$ cat src/sv/bmmd_pkg.sv
// Package for the banked memory map decoder.
// Holds operation, source and select codes, region sizes, default bases and
// the decode struct. No dependencies.
package bmmd_pkg;

    // Default region bases
    localparam logic [15:0] BMMD_KERNAL_BASE   = 16'hE000;
    localparam logic [15:0] BMMD_BASIC_BASE    = 16'hA000;
    localparam logic [15:0] BMMD_CHAR_BASE     = 16'hD000;
    localparam logic [15:0] BMMD_DEV1_BASE     = 16'hDC00;
    localparam logic [15:0] BMMD_DEV2_BASE     = 16'hDD00;
    localparam logic [15:0] BMMD_BANK_REG_ADDR = 16'h0001;

    // Region sizes in bytes
    localparam int unsigned KERNAL_SIZE = 8192;
    localparam int unsigned BASIC_SIZE  = 8192;
    localparam int unsigned CHAR_SIZE   = 4096;
    localparam int unsigned DEV_SIZE    = 256;

    // Combined ROM store: kernal, then basic, then char
    localparam int unsigned ROM_DEPTH = KERNAL_SIZE + BASIC_SIZE + CHAR_SIZE;
    localparam int unsigned ROM_AW    = $clog2(ROM_DEPTH);
    localparam logic [ROM_AW-1:0] ROM_KERNAL_OFS = ROM_AW'(0);
    localparam logic [ROM_AW-1:0] ROM_BASIC_OFS  = ROM_AW'(KERNAL_SIZE);
    localparam logic [ROM_AW-1:0] ROM_CHAR_OFS   = ROM_AW'(KERNAL_SIZE + BASIC_SIZE);

    // Map flag bit positions
    localparam int unsigned FLAG_BASIC  = 0;
    localparam int unsigned FLAG_KERNAL = 1;
    localparam int unsigned FLAG_IO     = 2;
    localparam int unsigned FLAG_CHAR   = 3;

    // Bank register bit masks
    localparam logic [2:0] BANK_ROM_MASK = 3'h3;

    typedef enum logic [1:0] {
        OP_READ  = 2'd0,
        OP_WRITE = 2'd1,
        OP_LOAD  = 2'd2
    } t_op;

    typedef enum logic [2:0] {
        SRC_RAM    = 3'd0,
        SRC_KERNAL = 3'd1,
        SRC_BASIC  = 3'd2,
        SRC_CHAR   = 3'd3,
        SRC_DEV1   = 3'd4,
        SRC_DEV2   = 3'd5,
        SRC_DROP   = 3'd6
    } t_src;

    typedef enum logic [1:0] {
        DSEL_NONE = 2'd0,
        DSEL_DEV1 = 2'd1,
        DSEL_DEV2 = 2'd2
    } t_dsel;

    typedef enum logic [1:0] {
        ST_CLEAR,
        ST_IDLE,
        ST_EXEC
    } t_state;

    // Region decode of one address under the current map flags
    typedef struct packed {
        logic              in_k;
        logic              in_c;
        logic              in_b;
        logic              hit_k;
        logic              hit_c;
        logic              hit_b;
        logic              hit_d1;
        logic              hit_d2;
        logic [ROM_AW-1:0] rom_rd_idx;   // image entry a read would use
        logic [ROM_AW-1:0] rom_ld_idx;   // image entry a load would write
    } t_decode;

    // Map flags from the low three bits of a bank register write
    function automatic logic [3:0] bank_flags(input logic [2:0] v);
        logic [3:0] f;
        f = 4'h0;
        if ((v & BANK_ROM_MASK) != 3'h0) begin
            f[FLAG_BASIC]  = v[0];
            f[FLAG_KERNAL] = v[1];
            f[FLAG_IO]     = v[2];
            f[FLAG_CHAR]   = ~v[2];
        end
        return f;
    endfunction

endpackage

$ cat src/sv/bmmd_decode.sv
// Address decoder: region membership, mapped hits and ROM store indexes.
// Depends on bmmd_pkg.
module bmmd_decode
    import bmmd_pkg::*;
#(
    parameter logic [15:0] KERNAL_BASE = BMMD_KERNAL_BASE,
    parameter logic [15:0] BASIC_BASE  = BMMD_BASIC_BASE,
    parameter logic [15:0] CHAR_BASE   = BMMD_CHAR_BASE,
    parameter logic [15:0] DEV1_BASE   = BMMD_DEV1_BASE,
    parameter logic [15:0] DEV2_BASE   = BMMD_DEV2_BASE
) (
    input  logic [15:0] i_addr,
    input  logic [3:0]  i_flags,
    output t_decode     o_dec
);

    logic [16:0] off_k, off_b, off_c, off_d1, off_d2;
    logic        in_d1, in_d2;

    // Offsets; bit 16 is the borrow when the address is below the base
    assign off_k  = {1'b0, i_addr} - {1'b0, KERNAL_BASE};
    assign off_b  = {1'b0, i_addr} - {1'b0, BASIC_BASE};
    assign off_c  = {1'b0, i_addr} - {1'b0, CHAR_BASE};
    assign off_d1 = {1'b0, i_addr} - {1'b0, DEV1_BASE};
    assign off_d2 = {1'b0, i_addr} - {1'b0, DEV2_BASE};

    assign in_d1 = !off_d1[16] && (off_d1[15:0] < 16'(DEV_SIZE));
    assign in_d2 = !off_d2[16] && (off_d2[15:0] < 16'(DEV_SIZE));

    always_comb begin
        o_dec.in_k   = !off_k[16] && (off_k[15:0] < 16'(KERNAL_SIZE));
        o_dec.in_c   = !off_c[16] && (off_c[15:0] < 16'(CHAR_SIZE));
        o_dec.in_b   = !off_b[16] && (off_b[15:0] < 16'(BASIC_SIZE));
        o_dec.hit_k  = i_flags[FLAG_KERNAL] && o_dec.in_k;
        o_dec.hit_c  = i_flags[FLAG_CHAR] && o_dec.in_c;
        o_dec.hit_b  = i_flags[FLAG_BASIC] && o_dec.in_b;
        o_dec.hit_d1 = i_flags[FLAG_IO] && in_d1;
        o_dec.hit_d2 = i_flags[FLAG_IO] && in_d2;

        // Read index follows mapped priority: kernal, char, basic
        if (o_dec.hit_k) begin
            o_dec.rom_rd_idx = ROM_KERNAL_OFS + ROM_AW'(off_k[12:0]);
        end else if (o_dec.hit_c) begin
            o_dec.rom_rd_idx = ROM_CHAR_OFS + ROM_AW'(off_c[11:0]);
        end else begin
            o_dec.rom_rd_idx = ROM_BASIC_OFS + ROM_AW'(off_b[12:0]);
        end

        // Load index follows range priority regardless of mapping
        if (o_dec.in_k) begin
            o_dec.rom_ld_idx = ROM_KERNAL_OFS + ROM_AW'(off_k[12:0]);
        end else if (o_dec.in_c) begin
            o_dec.rom_ld_idx = ROM_CHAR_OFS + ROM_AW'(off_c[11:0]);
        end else begin
            o_dec.rom_ld_idx = ROM_BASIC_OFS + ROM_AW'(off_b[12:0]);
        end
    end

endmodule

$ cat config.mk
export PLATFORM = sky130hd
export DESIGN_NAME = bmmd_decode
export DESIGN_NICKNAME = d
export VERILOG_FILES = /design/src/sv/bmmd_pkg.sv /design/src/sv/bmmd_decode.sv
export SDC_FILE = /design/constraint.sdc
export NUM_CORES = 1
export LEC_CHECK = 0
export BUFFER_PORTS_ARGS = -buffer_cell sky130_fd_sc_hd__buf_4
export CAP_MARGIN = 30
export CELL_PAD_IN_SITES_DETAIL_PLACEMENT = 2
export CELL_PAD_IN_SITES_GLOBAL_PLACEMENT = 2
export CORE_MARGIN = 2
export CORE_UTILIZATION = 13
export DETAILED_ROUTE_END_ITERATION = 6
export PLACE_DENSITY_LB_ADDON = 0.1
export SYNTH_ARGS = -nofsm -noshare
export SYNTH_HDL_FRONTEND = slang
export SYNTH_SLANG_ARGS = --single-unit
$ cat constraint.sdc
create_clock -name vclk -period 0.9
set_input_delay 0.09 -clock vclk [all_inputs]
set_output_delay 0.09 -clock vclk [all_outputs]
set_load 0.005 [all_outputs]
-- Word level (Yosys, flattened, before mapping)
Cells that the tools add are included.
- $add $sub $neg: 7
- $lt $le $gt $ge: 5
- mux-type cells: 4
- reduce and logical (&&, ||, !) cells: 15
- operators by type and width (operator ; count):
    subtractor 16 x 16 -> 17 bit (second input constant) ; 5
    two-way mux 15 bit ; 4
    less-than comparator 16 x 14 -> 1 bit (second input constant) ; 2
    less-than comparator 16 x 9 -> 1 bit (second input constant) ; 2
    less-than comparator 16 x 13 -> 1 bit (second input constant) ; 1
    adder 14 x 13 -> 15 bit (first input constant) ; 1
    adder 15 x 12 -> 15 bit (first input constant) ; 1
    logical AND 1 bit ; 10
    logical NOT 1 bit ; 5
- flip-flop bits (word level): 0
- input bits: 20
- output and inout port bits: 38
- word-level logic and storage cells: 31

-- Depth between registers and ports, before layout
- depth in word-level cells: 6
- mapped depth: 5
- gate-level depth less buffers: 5

-- Worst setup path before layout
OpenSTA, ideal clock, no wires.
- path type: input -> output
- start point: input i_addr[13]
- end point: output o_dec[28] in the netlist's numbering
- data arrival time: 0.842 ns
- required time: 0.810 ns
- path slack: -0.032 ns
- stages on the path: 4
- buffers on the path: 0
- cell sequence: inv_1 -> ha_1 -> nor4b_4 -> a21oi_1
- RTL lines (element ; RTL line ; RTL):
    from (decl) ; bmmd_decode.sv:12 ; input logic [15:0] i_addr,
    to (decl) ; bmmd_decode.sv:14 ; output t_decode o_dec

==> metrics.yaml <==
die_y_um: 58.5
failed_checks: "setup timing"
post-cts-setup-buffers: 0
fin_cells: 95
crit_type: "in2out"
ir_drop_v: 0.000140
antenna_left: 0
diodes: 0
ctsHoldBuffers: 0
drive_above_1_share_pct: 78.1
synth_area_um2: 387
rsz0062_at_grt: "true"
tightest_slew_ns: 0.256
crit_chain: "buf_12, inv_6, ha_1, nor2_4, nor2_4, and3_1, buf_4"
critPathBufInv: 3
nClkBuffers: 0
drtIter0Drc: 5
ios: 58
ys_seq_area_share_pct: 0
maxCapViolations: 0
viasPerCell: 3.64
dieArea_um2: 3430
fin_crit_ns: 1.04
yosys_warnings: 0
setup_viol: 14
wl_per_cell_um: 12.2
utilization_pct: 22.0
final_area_um2: 612
critPathMaxStageDelay_ns: 0.21
path_delay_family: "simple AND/OR/NAND/NOR gates"
status: "finished, violations left"
leakagePower_nw: 0.303
whs_ns: 0.180
place_congestion: 0.603
finalMaxSlewViolations: 0
drt_pass1_iterations: 3
tns_ns: -1.21
cp_max_fo: 5
rows: 19
cp_common_cell: "nor2_4"
fin_nets: 89
numPortBuffers: 34
antenna_found_initial: 0
syn-num-nets: 73
setup_ws_ns: -0.136
dieWidth_um: 58.5
fmax_ghz: 0.965
syn_area_per_cell_um2: 7.73
slew-limit-headroom_pct: 82.9
post_dp_cell_area_um2: 536
globalRouteTotalUtil_pct: 6.37
initial_core_util_pct: 13.9
cp_data_arrival_time_ns: 0.95
vias: 346
critPathCaptureType: "output port"
start_kind: "input pin"
cp.required_ns: 0.81
final_cell_mix: "35 x buf_4, 3 x and2_1"
powerDensity_nw_per_um2: 363
grt_pass1_wl_mm: 1.79
place_ws_ns: -0.311
core_um2: 2780
finalHoldViolations: 0
synth_cells: 50
gr-total-overflow: 0
grt_max_degree: 6
cpMaxStageDelayCell: "ha_1"
syn2layout_area_growth_pct: 58.3
seq_area_um2: 0
layout_commonest_cell: "buf_4"
dp_cells: 94
design.seq.count: 0
drcViolationCount: 0
p_total_mw: 0.222
grt_pass1_vias: 350
hp-class: "in2out"
synth_cell_type_count: 16
post-route-period-util_pct: 115
routed_wirelength_mm: 1.16
==> cell usage after synthesis <==
cell type  number  area [um2]
and3_1          2        12.5
nor2_1          3        11.3
nor3b_2         1        12.5
nor4b_4         1        23.8
nand2_1         3        11.3
nor2b_1         1        6.26
inv_1           2        7.51
a21boi_0        1        7.51
and2_1          3        18.8
a21oi_1         1        5.00
nor3_1          2        10.0
nor2_4          1        11.3
nand4b_4        1        23.8
nor3b_1         1        7.51
buf_4          24         180
ha_1            3        37.5
==> area by class of cell <==
| class | count | area (um2) |
|---|---|---|
| inverters | 2 | 15.0 |
| repair buffers | 37 | 298 |
| fillers | 321 | 2170 |
| multi-input cells | 25 | 260 |
| well taps | 31 | 38.8 |
==> report_power, final <==
group	internal [mW]	total [mW]	leakage, nW	switching (mW)
logic	0.131	0.222	0.303	0.0907
clock network	0	0	0	0
registers	0	0	0	0
total	0.131	0.222	0.303	0.0907
==> kinds of logic (layout without fill, tap and decap cells) <==
group	after synthesis	count (layout)	synth area share (%)
AO/OA/AOI/OAI	2	2	3.24
adder cells (fa/ha/maj)	3	3	9.71
AND/OR/NAND/NOR	19	20	38.5
buffers and inverters	26	39	48.5
==> metal layers <==
metal	vias up	track usage (%)	routed length, um
met5	-	0	0
met4	0	0.997	0
met3	0	1.32	153
met2	17	10.8	567
met1	161	8.47	436
li1	168	-	-
==> what timing repair did <==
action / 4_1_cts / 5_1_grt
setup endpoints to repair: 14 / 14
cloned: 1 / 0
pin swaps: 4 / 4
resized for setup: 13 / 7
==> worst paths after layout <==
check / to / slack, ns / cells past startpoint / from
max: o_dec[31] / -0.14 / 7 / i_addr[13]
min: o_dec[16] / 0.18 / 0 / i_addr[1]
Note: power is estimated with default switching activity, not from simulation.
